===== src/rtl/bdcl_pkg.sv =====
// ----------------------------------------------------------------------------
// Button debounce and command latch package
// Shared constants, codes and keyword tables for the button debounce and
// command latch block.
// ----------------------------------------------------------------------------
package bdcl_pkg;

   localparam int LINE_MAX   = 64;
   localparam int LINE_LEN_W = $clog2(LINE_MAX);
   localparam int TICKS_W    = 16;
   localparam int NUM_KW     = 4;
   localparam int KW_CHARS   = 8;
   localparam int TOK_LEN_W  = 4;
   localparam int NUM_FLAGS  = 4;

   localparam logic [1:0] OP_TICK = 2'd0;
   localparam logic [1:0] OP_BYTE = 2'd1;
   localparam logic [1:0] OP_TAKE = 2'd2;

   typedef enum logic [2:0] {
      REPLY_STATUS  = 3'd0,
      REPLY_NIGHT   = 3'd1,
      REPLY_REQUEST = 3'd2,
      REPLY_HELP    = 3'd3,
      REPLY_UNKNOWN = 3'd4,
      REPLY_TAKEN   = 3'd5
   } reply_type;

   localparam int FLAG_REQUEST = 0;
   localparam int FLAG_NIGHT   = 1;
   localparam int FLAG_REPORT  = 2;
   localparam int FLAG_CHANGED = 3;

   localparam logic [NUM_FLAGS-1:0] MASK_REQUEST = 4'b1001;
   localparam logic [NUM_FLAGS-1:0] MASK_NIGHT   = 4'b1010;
   localparam logic [NUM_FLAGS-1:0] MASK_STATUS  = 4'b1100;

   localparam logic [7:0] CHAR_NUL   = 8'h00;
   localparam logic [7:0] CHAR_TAB   = 8'h09;
   localparam logic [7:0] CHAR_LF    = 8'h0A;
   localparam logic [7:0] CHAR_VT    = 8'h0B;
   localparam logic [7:0] CHAR_FF    = 8'h0C;
   localparam logic [7:0] CHAR_CR    = 8'h0D;
   localparam logic [7:0] CHAR_SPACE = 8'h20;
   localparam logic [7:0] CHAR_LOW_A = 8'h61;
   localparam logic [7:0] CHAR_LOW_Z = 8'h7A;
   localparam logic [7:0] CASE_SHIFT = 8'h20;

   localparam logic [7:0] KW_TEXT [NUM_KW][KW_CHARS] = '{
      '{8'h53, 8'h54, 8'h41, 8'h54, 8'h55, 8'h53, 8'h00, 8'h00},
      '{8'h4E, 8'h49, 8'h47, 8'h48, 8'h54, 8'h00, 8'h00, 8'h00},
      '{8'h52, 8'h45, 8'h51, 8'h55, 8'h45, 8'h53, 8'h54, 8'h00},
      '{8'h48, 8'h45, 8'h4C, 8'h50, 8'h00, 8'h00, 8'h00, 8'h00}
   };

   localparam logic [TOK_LEN_W-1:0] KW_LEN [NUM_KW] = '{4'd6, 4'd5, 4'd7, 4'd4};

endpackage


===== src/rtl/bdcl_if.sv =====
// ----------------------------------------------------------------------------
// Button debounce and command latch channels
// Valid/ready interfaces for the request channel and the result channel.
// ----------------------------------------------------------------------------
interface bdcl_req_if;
   logic       valid;
   logic       ready;
   logic [1:0] opcode;
   logic       ns_button_low;
   logic       mode_button_low;
   logic [7:0] rx_byte;

   modport source (output valid, output opcode, output ns_button_low,
                   output mode_button_low, output rx_byte, input ready);
   modport sink   (input valid, input opcode, input ns_button_low,
                   input mode_button_low, input rx_byte, output ready);
endinterface

interface bdcl_rsp_if;
   logic       valid;
   logic       ready;
   logic [2:0] reply;
   logic       call_flag;
   logic       night_flag;
   logic       report_flag;
   logic       changed;

   modport source (output valid, output reply, output call_flag, output night_flag,
                   output report_flag, output changed, input ready);
   modport sink   (input valid, input reply, input call_flag, input night_flag,
                   input report_flag, input changed, output ready);
endinterface


===== src/rtl/bdcl_debounce.sv =====
// ----------------------------------------------------------------------------
// Button debouncer
// Tracks the stable level of one active-low button and flags a newly
// accepted high level on the tick that accepts it.
// ----------------------------------------------------------------------------
module bdcl_debounce (
   input  logic                        clock,
   input  logic                        reset,
   input  logic                        tick,
   input  logic                        level,
   input  logic [bdcl_pkg::TICKS_W-1:0] ticks,
   output logic                        pressed
);

   logic                         stable_ff, stable_in;
   logic [bdcl_pkg::TICKS_W-1:0] count_ff, count_in;
   logic [bdcl_pkg::TICKS_W-1:0] count_inc;

   assign count_inc = (&count_ff) ? count_ff : count_ff + 1'b1;

   always_comb begin
      stable_in = stable_ff;
      count_in  = count_ff;
      pressed   = 1'b0;
      if (tick) begin
         if (level == stable_ff) begin
            count_in = '0;
         end else if (count_inc >= ticks) begin
            stable_in = level;
            count_in  = '0;
            pressed   = level;
         end else begin
            count_in = count_inc;
         end
      end
   end

   always_ff @(posedge clock) begin
      if (reset) begin
         stable_ff <= 1'b0;
         count_ff  <= '0;
      end else begin
         stable_ff <= stable_in;
         count_ff  <= count_in;
      end
   end

endmodule


===== src/rtl/button_debounce_command_latch.sv =====
// ----------------------------------------------------------------------------
// Button debounce and command latch
// Debounces two buttons, parses serial command lines and keeps the pending
// command flags that a consumer collects with a take request.
// ----------------------------------------------------------------------------
// The block accepts one request in every clock cycle. A request is captured
// in an input register and processed in a cycle in which the result register
// is empty or its result is being taken, and its result, if any, is loaded
// into the result register at the end of that cycle, from where it can
// be taken at the next clock edge. The result register lets a new request be
// taken while an earlier result waits; the block stalls whenever that register
// is full and its result is not being taken in the same cycle. Ticks, serial
// bytes that do not end a line, empty lines, lines without a token and the
// unused opcode produce no result.
module button_debounce_command_latch (
   input  logic                             clock,
   input  logic                             reset,
   input  logic                             csr_write_enable,
   input  logic [bdcl_pkg::TICKS_W-1:0]     csr_write_data,
   bdcl_req_if.sink                         req_chan,
   bdcl_rsp_if.source                       rsp_chan
);

   typedef enum logic [1:0] {
      PHASE_SKIP  = 2'd0,
      PHASE_TOKEN = 2'd1,
      PHASE_ENDED = 2'd2,
      PHASE_EMPTY = 2'd3
   } phase_type;

   logic [bdcl_pkg::TICKS_W-1:0] ticks_ff;

   logic       in_v_ff, in_v_in;
   logic [1:0] op_ff;
   logic       ns_pin_ff;
   logic       mode_pin_ff;
   logic [7:0] byte_ff;

   logic [bdcl_pkg::NUM_FLAGS-1:0]  flags_ff, flags_in;
   logic [bdcl_pkg::LINE_LEN_W-1:0] line_len_ff, line_len_in;
   phase_type                       phase_ff, phase_in;
   logic [bdcl_pkg::TOK_LEN_W-1:0]  tok_len_ff, tok_len_in;
   logic [bdcl_pkg::NUM_KW-1:0]     match_ff, match_in;

   logic                            rsp_v_ff, rsp_v_in;
   bdcl_pkg::reply_type             reply_ff, reply_in;
   logic [bdcl_pkg::NUM_FLAGS-1:0]  out_flags_ff, out_flags_in;

   logic proc;
   logic load_result;
   logic is_tick;
   logic ns_press;
   logic mode_press;
   logic is_space;
   logic [7:0] upper;

   assign proc    = in_v_ff && (!rsp_v_ff || rsp_chan.ready);
   assign is_tick = proc && (op_ff == bdcl_pkg::OP_TICK);
   assign req_chan.ready = !in_v_ff || proc;

   assign is_space = (byte_ff == bdcl_pkg::CHAR_SPACE) || (byte_ff == bdcl_pkg::CHAR_TAB) ||
                     (byte_ff == bdcl_pkg::CHAR_VT) || (byte_ff == bdcl_pkg::CHAR_FF);
   assign upper = (byte_ff >= bdcl_pkg::CHAR_LOW_A && byte_ff <= bdcl_pkg::CHAR_LOW_Z) ?
                  byte_ff - bdcl_pkg::CASE_SHIFT : byte_ff;

   bdcl_debounce u_ns_debounce (
      .clock   (clock),
      .reset   (reset),
      .tick    (is_tick),
      .level   (ns_pin_ff),
      .ticks   (ticks_ff),
      .pressed (ns_press)
   );

   bdcl_debounce u_mode_debounce (
      .clock   (clock),
      .reset   (reset),
      .tick    (is_tick),
      .level   (mode_pin_ff),
      .ticks   (ticks_ff),
      .pressed (mode_press)
   );

   always_comb begin
      flags_in     = flags_ff;
      line_len_in  = line_len_ff;
      phase_in     = phase_ff;
      tok_len_in   = tok_len_ff;
      match_in     = match_ff;
      load_result  = 1'b0;
      reply_in     = bdcl_pkg::REPLY_UNKNOWN;
      out_flags_in = '0;
      if (proc) begin
         unique case (op_ff)
            bdcl_pkg::OP_TICK: begin
               if (ns_press) begin
                  flags_in = flags_in | bdcl_pkg::MASK_REQUEST;
               end
               if (mode_press) begin
                  flags_in = flags_in | bdcl_pkg::MASK_NIGHT;
               end
            end
            bdcl_pkg::OP_BYTE: begin
               if (byte_ff == bdcl_pkg::CHAR_CR || byte_ff == bdcl_pkg::CHAR_LF) begin
                  if (line_len_ff != '0) begin
                     if ((phase_ff == PHASE_TOKEN || phase_ff == PHASE_ENDED) &&
                         tok_len_ff != '0) begin
                        load_result = 1'b1;
                        for (int k = 0; k < bdcl_pkg::NUM_KW; k++) begin
                           if (match_ff[k] && tok_len_ff == bdcl_pkg::KW_LEN[k]) begin
                              reply_in = bdcl_pkg::reply_type'(3'(k));
                           end
                        end
                        case (reply_in)
                           bdcl_pkg::REPLY_STATUS:  flags_in = flags_ff | bdcl_pkg::MASK_STATUS;
                           bdcl_pkg::REPLY_NIGHT:   flags_in = flags_ff | bdcl_pkg::MASK_NIGHT;
                           bdcl_pkg::REPLY_REQUEST: flags_in = flags_ff | bdcl_pkg::MASK_REQUEST;
                           default: ;
                        endcase
                     end
                     line_len_in = '0;
                     phase_in    = PHASE_SKIP;
                     tok_len_in  = '0;
                     match_in    = '1;
                  end
               end else if (line_len_ff <
                            bdcl_pkg::LINE_LEN_W'(bdcl_pkg::LINE_MAX - 1)) begin
                  line_len_in = line_len_ff + 1'b1;
                  if (phase_ff == PHASE_SKIP || phase_ff == PHASE_TOKEN) begin
                     if (byte_ff == bdcl_pkg::CHAR_NUL) begin
                        phase_in = (phase_ff == PHASE_TOKEN) ? PHASE_ENDED : PHASE_EMPTY;
                     end else if (is_space) begin
                        if (phase_ff == PHASE_TOKEN) begin
                           phase_in = PHASE_ENDED;
                        end
                     end else begin
                        phase_in = PHASE_TOKEN;
                        for (int k = 0; k < bdcl_pkg::NUM_KW; k++) begin
                           if (tok_len_ff >= bdcl_pkg::KW_LEN[k] ||
                               bdcl_pkg::KW_TEXT[k][tok_len_ff[2:0]] != upper) begin
                              match_in[k] = 1'b0;
                           end
                        end
                        if (tok_len_ff < bdcl_pkg::TOK_LEN_W'(bdcl_pkg::KW_CHARS)) begin
                           tok_len_in = tok_len_ff + 1'b1;
                        end
                     end
                  end
               end
            end
            bdcl_pkg::OP_TAKE: begin
               load_result  = 1'b1;
               reply_in     = bdcl_pkg::REPLY_TAKEN;
               out_flags_in = flags_ff;
               flags_in     = '0;
            end
            default: ;
         endcase
      end
   end

   always_comb begin
      in_v_in = in_v_ff;
      if (req_chan.valid && req_chan.ready) begin
         in_v_in = 1'b1;
      end else if (proc) begin
         in_v_in = 1'b0;
      end
      rsp_v_in = rsp_v_ff;
      if (load_result) begin
         rsp_v_in = 1'b1;
      end else if (rsp_chan.ready) begin
         rsp_v_in = 1'b0;
      end
   end

   always_ff @(posedge clock) begin
      if (reset) begin
         ticks_ff    <= bdcl_pkg::TICKS_W'(5);
         in_v_ff     <= 1'b0;
         rsp_v_ff    <= 1'b0;
         flags_ff    <= '0;
         line_len_ff <= '0;
         phase_ff    <= PHASE_SKIP;
         tok_len_ff  <= '0;
         match_ff    <= '1;
      end else begin
         if (csr_write_enable) begin
            ticks_ff <= csr_write_data;
         end
         in_v_ff     <= in_v_in;
         rsp_v_ff    <= rsp_v_in;
         flags_ff    <= flags_in;
         line_len_ff <= line_len_in;
         phase_ff    <= phase_in;
         tok_len_ff  <= tok_len_in;
         match_ff    <= match_in;
      end
   end

   always_ff @(posedge clock) begin
      if (req_chan.valid && req_chan.ready) begin
         op_ff       <= req_chan.opcode;
         ns_pin_ff   <= req_chan.ns_button_low;
         mode_pin_ff <= req_chan.mode_button_low;
         byte_ff     <= req_chan.rx_byte;
      end
      if (load_result) begin
         reply_ff     <= reply_in;
         out_flags_ff <= out_flags_in;
      end
   end

   assign rsp_chan.valid       = rsp_v_ff;
   assign rsp_chan.reply       = reply_ff;
   assign rsp_chan.call_flag   = out_flags_ff[bdcl_pkg::FLAG_REQUEST];
   assign rsp_chan.night_flag  = out_flags_ff[bdcl_pkg::FLAG_NIGHT];
   assign rsp_chan.report_flag = out_flags_ff[bdcl_pkg::FLAG_REPORT];
   assign rsp_chan.changed     = out_flags_ff[bdcl_pkg::FLAG_CHANGED];

endmodule


===== src/flat_wrapper.sv =====
// flat-port wrapper written by rule: the top's interface ports become plain ports
module button_debounce_command_latch_flat 
  (clock, reset, csr_write_enable, csr_write_data, req_chan_valid, req_chan_opcode, req_chan_ns_button_low, req_chan_mode_button_low, req_chan_rx_byte, req_chan_ready, rsp_chan_valid, rsp_chan_reply, rsp_chan_call_flag, rsp_chan_night_flag, rsp_chan_report_flag, rsp_chan_changed, rsp_chan_ready);
  bdcl_req_if req_chan_i ();
  bdcl_rsp_if rsp_chan_i ();
  input  logic clock;
  input  logic reset;
  input  logic csr_write_enable;
  input  logic [bdcl_pkg::TICKS_W-1:0] csr_write_data;
  input wire logic [$bits(req_chan_i.valid)-1:0] req_chan_valid;
  input wire logic [$bits(req_chan_i.opcode)-1:0] req_chan_opcode;
  input wire logic [$bits(req_chan_i.ns_button_low)-1:0] req_chan_ns_button_low;
  input wire logic [$bits(req_chan_i.mode_button_low)-1:0] req_chan_mode_button_low;
  input wire logic [$bits(req_chan_i.rx_byte)-1:0] req_chan_rx_byte;
  output wire logic [$bits(req_chan_i.ready)-1:0] req_chan_ready;
  output wire logic [$bits(rsp_chan_i.valid)-1:0] rsp_chan_valid;
  output wire logic [$bits(rsp_chan_i.reply)-1:0] rsp_chan_reply;
  output wire logic [$bits(rsp_chan_i.call_flag)-1:0] rsp_chan_call_flag;
  output wire logic [$bits(rsp_chan_i.night_flag)-1:0] rsp_chan_night_flag;
  output wire logic [$bits(rsp_chan_i.report_flag)-1:0] rsp_chan_report_flag;
  output wire logic [$bits(rsp_chan_i.changed)-1:0] rsp_chan_changed;
  input wire logic [$bits(rsp_chan_i.ready)-1:0] rsp_chan_ready;
  assign req_chan_i.valid = req_chan_valid;
  assign req_chan_i.opcode = req_chan_opcode;
  assign req_chan_i.ns_button_low = req_chan_ns_button_low;
  assign req_chan_i.mode_button_low = req_chan_mode_button_low;
  assign req_chan_i.rx_byte = req_chan_rx_byte;
  assign req_chan_ready = req_chan_i.ready;
  assign rsp_chan_valid = rsp_chan_i.valid;
  assign rsp_chan_reply = rsp_chan_i.reply;
  assign rsp_chan_call_flag = rsp_chan_i.call_flag;
  assign rsp_chan_night_flag = rsp_chan_i.night_flag;
  assign rsp_chan_report_flag = rsp_chan_i.report_flag;
  assign rsp_chan_changed = rsp_chan_i.changed;
  assign rsp_chan_i.ready = rsp_chan_ready;
  button_debounce_command_latch u_core (.clock(clock), .reset(reset), .csr_write_enable(csr_write_enable), .csr_write_data(csr_write_data), .req_chan(req_chan_i), .rsp_chan(rsp_chan_i));
endmodule

===== config.mk =====
export PLATFORM = sky130hd
export DESIGN_NAME = button_debounce_command_latch_flat
export DESIGN_NICKNAME = d
export VERILOG_FILES = /design/src/rtl/bdcl_pkg.sv /design/src/rtl/bdcl_if.sv /design/src/rtl/bdcl_debounce.sv /design/src/rtl/button_debounce_command_latch.sv /design/src/flat_wrapper.sv
export SDC_FILE = /design/constraint.sdc
export NUM_CORES = 1
export LEC_CHECK = 0
export BUFFER_PORTS_ARGS = -buffer_cell sky130_fd_sc_hd__buf_4
export CAP_MARGIN = 30
export CORE_MARGIN = 5
export CORE_UTILIZATION = 45
export CTS_BUF_LIST = sky130_fd_sc_hd__clkbuf_8
export CTS_CLUSTER_DIAMETER = 150
export DETAILED_ROUTE_END_ITERATION = 10
export PLACE_DENSITY = 0.71
export SETUP_SLACK_MARGIN = 0.5
export SLEW_MARGIN = 20
export SYNTH_ARGS = -nofsm -noshare
export SYNTH_HDL_FRONTEND = slang
export SYNTH_SLANG_ARGS = --single-unit

===== constraint.sdc =====
create_clock -name clock -period 5.1 [get_ports clock]
set_clock_uncertainty 0.15 [all_clocks]
set_input_delay 1.02 -clock clock [delete_from_list [all_inputs] [get_ports clock]]
set_output_delay 1.02 -clock clock [all_outputs]
set_load 0.03 [all_outputs]

Word level (Yosys, flattened, before mapping)
Memories as Yosys holds them, arrays and structs flattened.
Cells that the tools add are included.
Widths: inputs -> output; s select.
Word-level totals
  flip-flop bits (word level): 91
  bits in read-only memories: 256
  input port bits: 33
  output and inout bits: 9
  memories kept: 4
Memories
  (no name shown): depth 8, bits a word 8, read ports 1, clocked after memory_dff 0, wr ports 0, line button_debounce_command_latch.sv:140  | bdcl_pkg::KW_TEXT[k][tok_len_ff[2:0]] != upper) begin
  (no name shown): depth 8, bits a word 8, read ports 1, clocked after memory_dff 0, wr ports 0, line button_debounce_command_latch.sv:140
  (no name shown): depth 8, bits a word 8, read ports 1, clocked after memory_dff 0, wr ports 0, line button_debounce_command_latch.sv:140
  (no name shown): depth 8, bits a word 8, read ports 1, clocked after memory_dff 0, wr ports 0, line button_debounce_command_latch.sv:140
Operators by class
  add/sub/neg operators: 5
  $lt $le $gt $ge: 11
  eq/ne operators: 38
  mux-type cells: 78
  bitwise logic cells: 3
  reduce and logical (&&, ||, !) cells: 55
Operator list (number)
  $mux 16: 6
  $mux 4: 18
  $mux 8: 9
  $reduce_and 8->1: 7
  $eq 8x4->1 const B: 5
  $mux 3: 12
  $add 16x1->16 const B: 2
  $ge 16x16->1: 2
  $ne 8x8->1: 4
  $reduce_and 16->1: 2
  $pmux 4 s3: 2
  $mux 1: 19
  $mux 6: 3
  $reduce_bool 2->1: 9
  $eq 4x3->1 const B: 4
  $ge 4x3->1 const B: 4
  $ne 2x2->1 const B: 8
  $mux 2: 7
  $logic_or 1x1->1: 12
  $ne 2x1->1 const B: 5
  $logic_and 1x1->1: 9
  $reduce_and 9->1: 1
  $eq 8x6->1 const B: 1
  $ge 8x7->1 const B: 1
  30 further kinds: 38

Longest topological paths before layout
  depth in word-level cells: 17
  gate-level depth with buffers: 19
  mapped depth without buffers: 14

Modules after synthesis
From an unflattened synthesis, not the netlist that was laid out.
Second synthesis, totals
  cells, all modules: 744
  area, all modules: 6267.3 um2
By module, submodules not included
  button_debounce_command_latch: instances 1, cells each 357, area an instance 3258.1 um2
  bdcl_debounce at u_core.u_ns_debounce: instances 1, cells each 194, area an instance 1507.7 um2
  bdcl_debounce at u_core.u_mode_debounce: instances 1, cells each 193, area an instance 1501.4 um2

Least setup slack after synthesis
OpenSTA, ideal clock, no wires.
  path kind: reg-to-reg
  from: reg u_core.u_ns_debounce.count_ff[3] (netlist bit)
  to: reg u_core.u_ns_debounce.count_ff[3] (netlist bit)
  arrival time: 4018 ps
  data required time: 4872 ps
  path slack: 855 ps
  cell stages (with the launch flop): 20
  path buffers: 5
  clock period less this slack: 4245 ps
  cells stage by stage: dfxtp_1 buf_2 and4_1 nand4_1 or3_1 buf_2 and2_1 clkbuf_1 and4_1 xor2_1 ha_1 nand4_1 nor3_1 nor3_1 o211ai_1 nor3_1 clkbuf_1 clkbuf_1 a21oi_1 nor3_1
On the way
  longest elaborated chain between the ends: 5
  elaborated cells between the ends (all ways): 6
RTL lines
  start, declared: line bdcl_debounce.sv:16  | logic [bdcl_pkg::TICKS_W-1:0] count_ff, count_in;
  start signal, assigned: line bdcl_debounce.sv:44  | count_ff <= count_in;
  $add 16x1->16 / $reduce_and 16->1 (equally long branches): line bdcl_debounce.sv:19  | assign count_inc = (&count_ff) ? count_ff : count_ff + 1'b1;
  $mux 16 *: line bdcl_debounce.sv:19
  $ge 16x16->1: line bdcl_debounce.sv:28  | end else if (count_inc >= ticks) begin
  $mux 16 *: line bdcl_debounce.sv:28
  $mux 16 *: line bdcl_debounce.sv:26  | if (level == stable_ff) begin
Mark *: on every way between the ends. The rest lies on a longest branch, timed or not.
A chain may end at the register's enable or synchronous reset.

Final worst setup path
  from: reg u_core.u_ns_debounce.count_ff[4] (netlist bit)
  to: reg u_core.u_ns_debounce.count_ff[4] (netlist bit)
Same word-level chain as after synthesis.

==> results.md <==
- The wire length of the first global-routing pass is 23,100 µm.
- STA classifies the critical path startpoint as a flip-flop.
- The number of nets with antenna violations after detailed routing is 0.
- For this block, the via count after detailed routing is about 4,900.
- The startpoint identified for the worst register-to-register timing path is u_core.u_ns_debounce.count_ff[4].
- The worst pin sits at a relative slew slack of 46.2%.
- Setup violations remaining at the end of the flow were counted as 0.
- In this run, distinct cell masters in the synthesized netlist total 64.
- The met1 capacity usage during global routing is 25.0%.
- The total count of max-transition violations in the final report is 0.
- The die covers 15,300 µm².
- In this run the most used layer during global routing was met2.
- The total of flip-flops plus latches after synthesis is 91.
- The number of design-rule violations left by the first detailed-router iteration is between 300 and 400.
- The CTS tree is built.
- The Yosys step of the flow raised 0 warnings.
- The net count after synthesis is 754.
- The most common cell after layout, fill and taps aside is dfxtp_1.
- Once detailed placement completed, the half-perimeter wirelength came to 10,100 µm.
- The synthesized netlist cell count is roughly 670.
- The max-cap violation count is 0.
- The most used flip-flop cell after synthesis is dfxtp_1.
- Along the worst path, the maximum fanout reaches 23.
- The required time at the worst-slack endpoint is 5260 ps.
- In this run, synthesis inferred 19 flip-flops with an integrated enable.
- The maximum clock insertion buffer count is 2.
- The aggregate negative setup slack is 0 ps.
- The tree built by TritonCTS fans out to 91 sinks.
- The count of endpoints failing hold in the final timing report came to 0.
- Timing would allow up to 230 MHz.
- Sequential elements use 34.7% of the synthesized area.
- The mean instance size in the synthesized netlist is a little under 9 µm².
- The total core area is 12,600 µm².
- The repair_antennas step left the layout with diodes totalling 0.
- The number of levels the H-tree was split into is 3.
- The worst path in the final design needs a cycle of 4340 ps, including I/O delays and setup.
- The critical path startpoint is u_core.u_ns_debounce.count_ff[4].
- The run finished with clean final reports.
- The signal on the critical path passes through and4_2 -> nand4_1 -> nor3_1 -> nor2_1 -> and3_1 -> xor2_1 -> ha_1 -> nand4_1 -> nor3_1 -> nor3_1 -> o211ai_1 -> nor3_2 -> buf_4 -> or4b_2 -> o21ai_0.
- The design draws 1.49 mW.
- The launch point of the worst hold path is u_core.u_ns_debounce.stable_ff.
- The worst supply voltage drop on vdd is 0.157 mV.
- Hold repair after CTS inserted 0 buffers.
- The type of the most critical hold path is flip-flop to flip-flop.
- Dividing the detail-routed wire length by the instance count gives ~16 µm.
- The fraction of registers with async set or reset after synthesis is 0%.
- The cell type group with the largest total delay on the critical path is simple AND/OR/NAND/NOR gates.
- The top cell types in the final layout, fill and taps aside, are dfxtp_1 (71), nand2_1 (63), nor2_1 (62).
- The maximum cell stage delay along the critical path is 600 ps.
- Of the cells placed in the final design, the portion with a size suffix greater than 1 is 12.5%.
- The area growth from synthesis to layout is 11.3%.
- The data arrival time of the worst path is 4500 ps.
- Summed over all cells, the static leakage comes to 2.61 nW.
- The via count of the first global-routing pass was 4,749.
- At the pin with the least slew margin, the transition time is between 800 and 900 ps.
- The critical path is of the flip-flop to flip-flop type.
- Setup repair after global routing could not meet its margin everywhere.
- The initial utilization of the core area, before any placement, comes to 46.0%.
- The die is 124 µm wide.
- For this run, the detailed router's first-pass iteration total came to 5.
- The net count reported at finish is 780.
- In this run, CTS created clock tree buffers numbering 9.
- Dividing the detail-routed via count by the number of cells gives 5.65.
- 42 I/O pins were placed.
- The vertical die dimension is 124 µm.
- The ratio of total power to cell area is between 200 and 250 nW/µm².
- The most frequent cell on the critical path is nor3_1.
- After clock tree synthesis, the clock-pin slew on the worst setup and hold paths is 90 ps.
- Port buffering added 41 buffers.
- The final layout contains routed wiring with a total length of around 14,000 µm.
- The initial antenna violation count is 0.
- The floorplan has around 40 rows.
- The number of buffers and inverters on the critical path is 1.
- The global routing usage on met2 is 31.2%.
- Clock tree synthesis selected as its root buffer the cell clkbuf_8.
- The master of the slowest instance on the critical path is or4b_2.
- Global routing consumed, over all layers together, 19.1% of the routing resources.
- For this run, design rule violations remaining after detail routing come to 0.
- For the worst-skew pair, the clock arrives at the later sink with an insertion delay of 380 ps.
- The cell area that synthesis handed to floorplanning was 5800 µm².
- The pin count of the biggest net entering global routing is 61.
- For met3 alone, demand over resource in global routing was around 3.1%.
- At the end of routability-driven placement, the weighted congestion stood at 0.924.
- The part of the cycle the worst path needs is 85.1%.
- After global routing the overflow that remains totals 0.
- The worst setup path is captured at a flip-flop.
==> tightest hold or removal path: cells and delay by family (launching register included) <==
kind | cells | cell delay [ps]
AO/OA/AOI/OAI | 1 | 50
flip-flops | 1 | 340
AND/OR/NAND/NOR | 1 | 60
==> Yosys cell counts, types with 2 or more instances <==
library cell,n,share of area [%]
a211oi_1,5,0.65
a21o_1,3,0.39
a21oi_1,41,3.5
a22oi_1,22,2.8
a311oi_1,10,1.5
a31oi_1,6,0.65
a41oi_1,2,0.30
and2_1,5,0.54
and3_1,16,1.7
and4_1,5,0.76
buf_2,5,0.43
buf_4,2,0.26
buf_6,2,0.39
clkbuf_1,21,1.4
dfxtp_1,72,25
edfxtp_1,19,9.8
ha_1,54,12
inv_1,35,2.3
mux2_2,5,0.97
mux2i_1,18,3.1
nand2_1,63,4.1
nand2b_1,10,1.1
nand3_1,18,1.6
nand3b_1,4,0.52
nand4_1,17,1.8
nor2_1,62,4.0
nor2_2,3,0.32
nor2b_1,9,0.97
nor3_1,15,1.3
nor4_1,4,0.43
o211ai_1,4,0.52
o21a_1,6,0.78
o21ai_0,23,2.0
o21bai_1,2,0.26
o311a_1,2,0.35
o31ai_1,3,0.39
o41ai_1,2,0.30
or2_2,2,0.22
or3_1,6,0.65
xnor2_1,20,3.0
xor2_1,21,3.2
==> cell families after synthesis <==
| group | Yosys count | synth area share (%) |
|---|---|---|
| and+or+nand+nor | 249 | 21.8 |
| AOI/OAI and AO/OA | 143 | 16.7 |
| DFF | 91 | 34.7 |
| buffers and inverters | 66 | 4.94 |
| adders and majority gates | 54 | 11.7 |
| xor gates and xnor gates | 41 | 6.19 |
| muxes | 23 | 4.08 |
==> routing by layer <==
layer | vias up | wire (µm)
met5 | - | 0
li1 | 2455 | -
met3 | 26 | 503
met2 | 97 | 6620
met1 | 2338 | 6400
met4 | 0 | 325
==> power by group <==
group / leakage, nW / internal (mW) / total (mW) / switching [mW]
combinational: 1.72 / 0.0693 / 0.157 / 0.0881
sequential: 0.769 / 0.753 / 0.773 / 0.0206
clock: 0.117 / 0.290 / 0.558 / 0.268
total: 2.61 / 1.11 / 1.49 / 0.377
==> what timing repair did <==
item | in CTS | in global routing
resized for setup | 0 | 4
buffers inserted | 0 | 1
setup endpoints to repair | 0 | 8
endpoints found under the hold margin | 0 | 0
==> registers in the layout, indices dropped and copies added (netlist names) <==
| register | cells |
|---|---|
| u_core.flags_ff | 4 |
| u_core.ticks_ff | 16 |
| u_core.rsp_chan.valid | 1 |
| u_core.mode_pin_ff | 1 |
| u_core.match_ff | 4 |
| u_core.rsp_chan.reply | 3 |
| u_core.u_mode_debounce.count_ff | 16 |
| u_core.u_ns_debounce.stable_ff | 1 |
| u_core.in_v_ff | 1 |
| u_core.byte_ff | 8 |
| u_core.ns_pin_ff | 1 |
| u_core.out_flags_ff | 4 |
| u_core.phase_ff | 2 |
| u_core.u_mode_debounce.stable_ff | 1 |
| u_core.line_len_ff | 6 |
| u_core.op_ff | 2 |
| u_core.tok_len_ff | 4 |
| u_core.u_ns_debounce.count_ff | 16 |
==> metrics by stage <==
stage	worst slack, ps	hold slack (ps)	instances	cell area (µm²)	utilization (%)
floorplan	855	293	667	5800	-
global placement	781	321	852	6200	49.1
detailed placement	606	325	853	6210	49.2
CTS	569	341	869	6430	51.0
global route	482	356	870	6460	51.2
finish	759	342	870	6460	51.2
==> final timing paths <==
path / cells after the start / endpoint / slack (ps)
setup / recovery: 15 / u_core.u_ns_debounce.count_ff[4] / 760
hold / removal: 2 / u_core.u_ns_debounce.stable_ff / 340
hold reg to reg: 2 / u_core.u_ns_debounce.stable_ff / 340
setup reg to reg: 15 / u_core.u_ns_debounce.count_ff[4] / 760
==> final cells by class <==
cell class                      count  area (µm²)
Timing Repair Buffer               46         349
Clock buffer                       10         138
Sequential cell                    91        2010
Clock inverter                      6        86.3
Multi-Input combinational cell    510        3520
Fill cell                        1177        6160
Tap cell                          172         215
Inverter                           35         131
No activity file was read; power rests on OpenSTA's default activity.
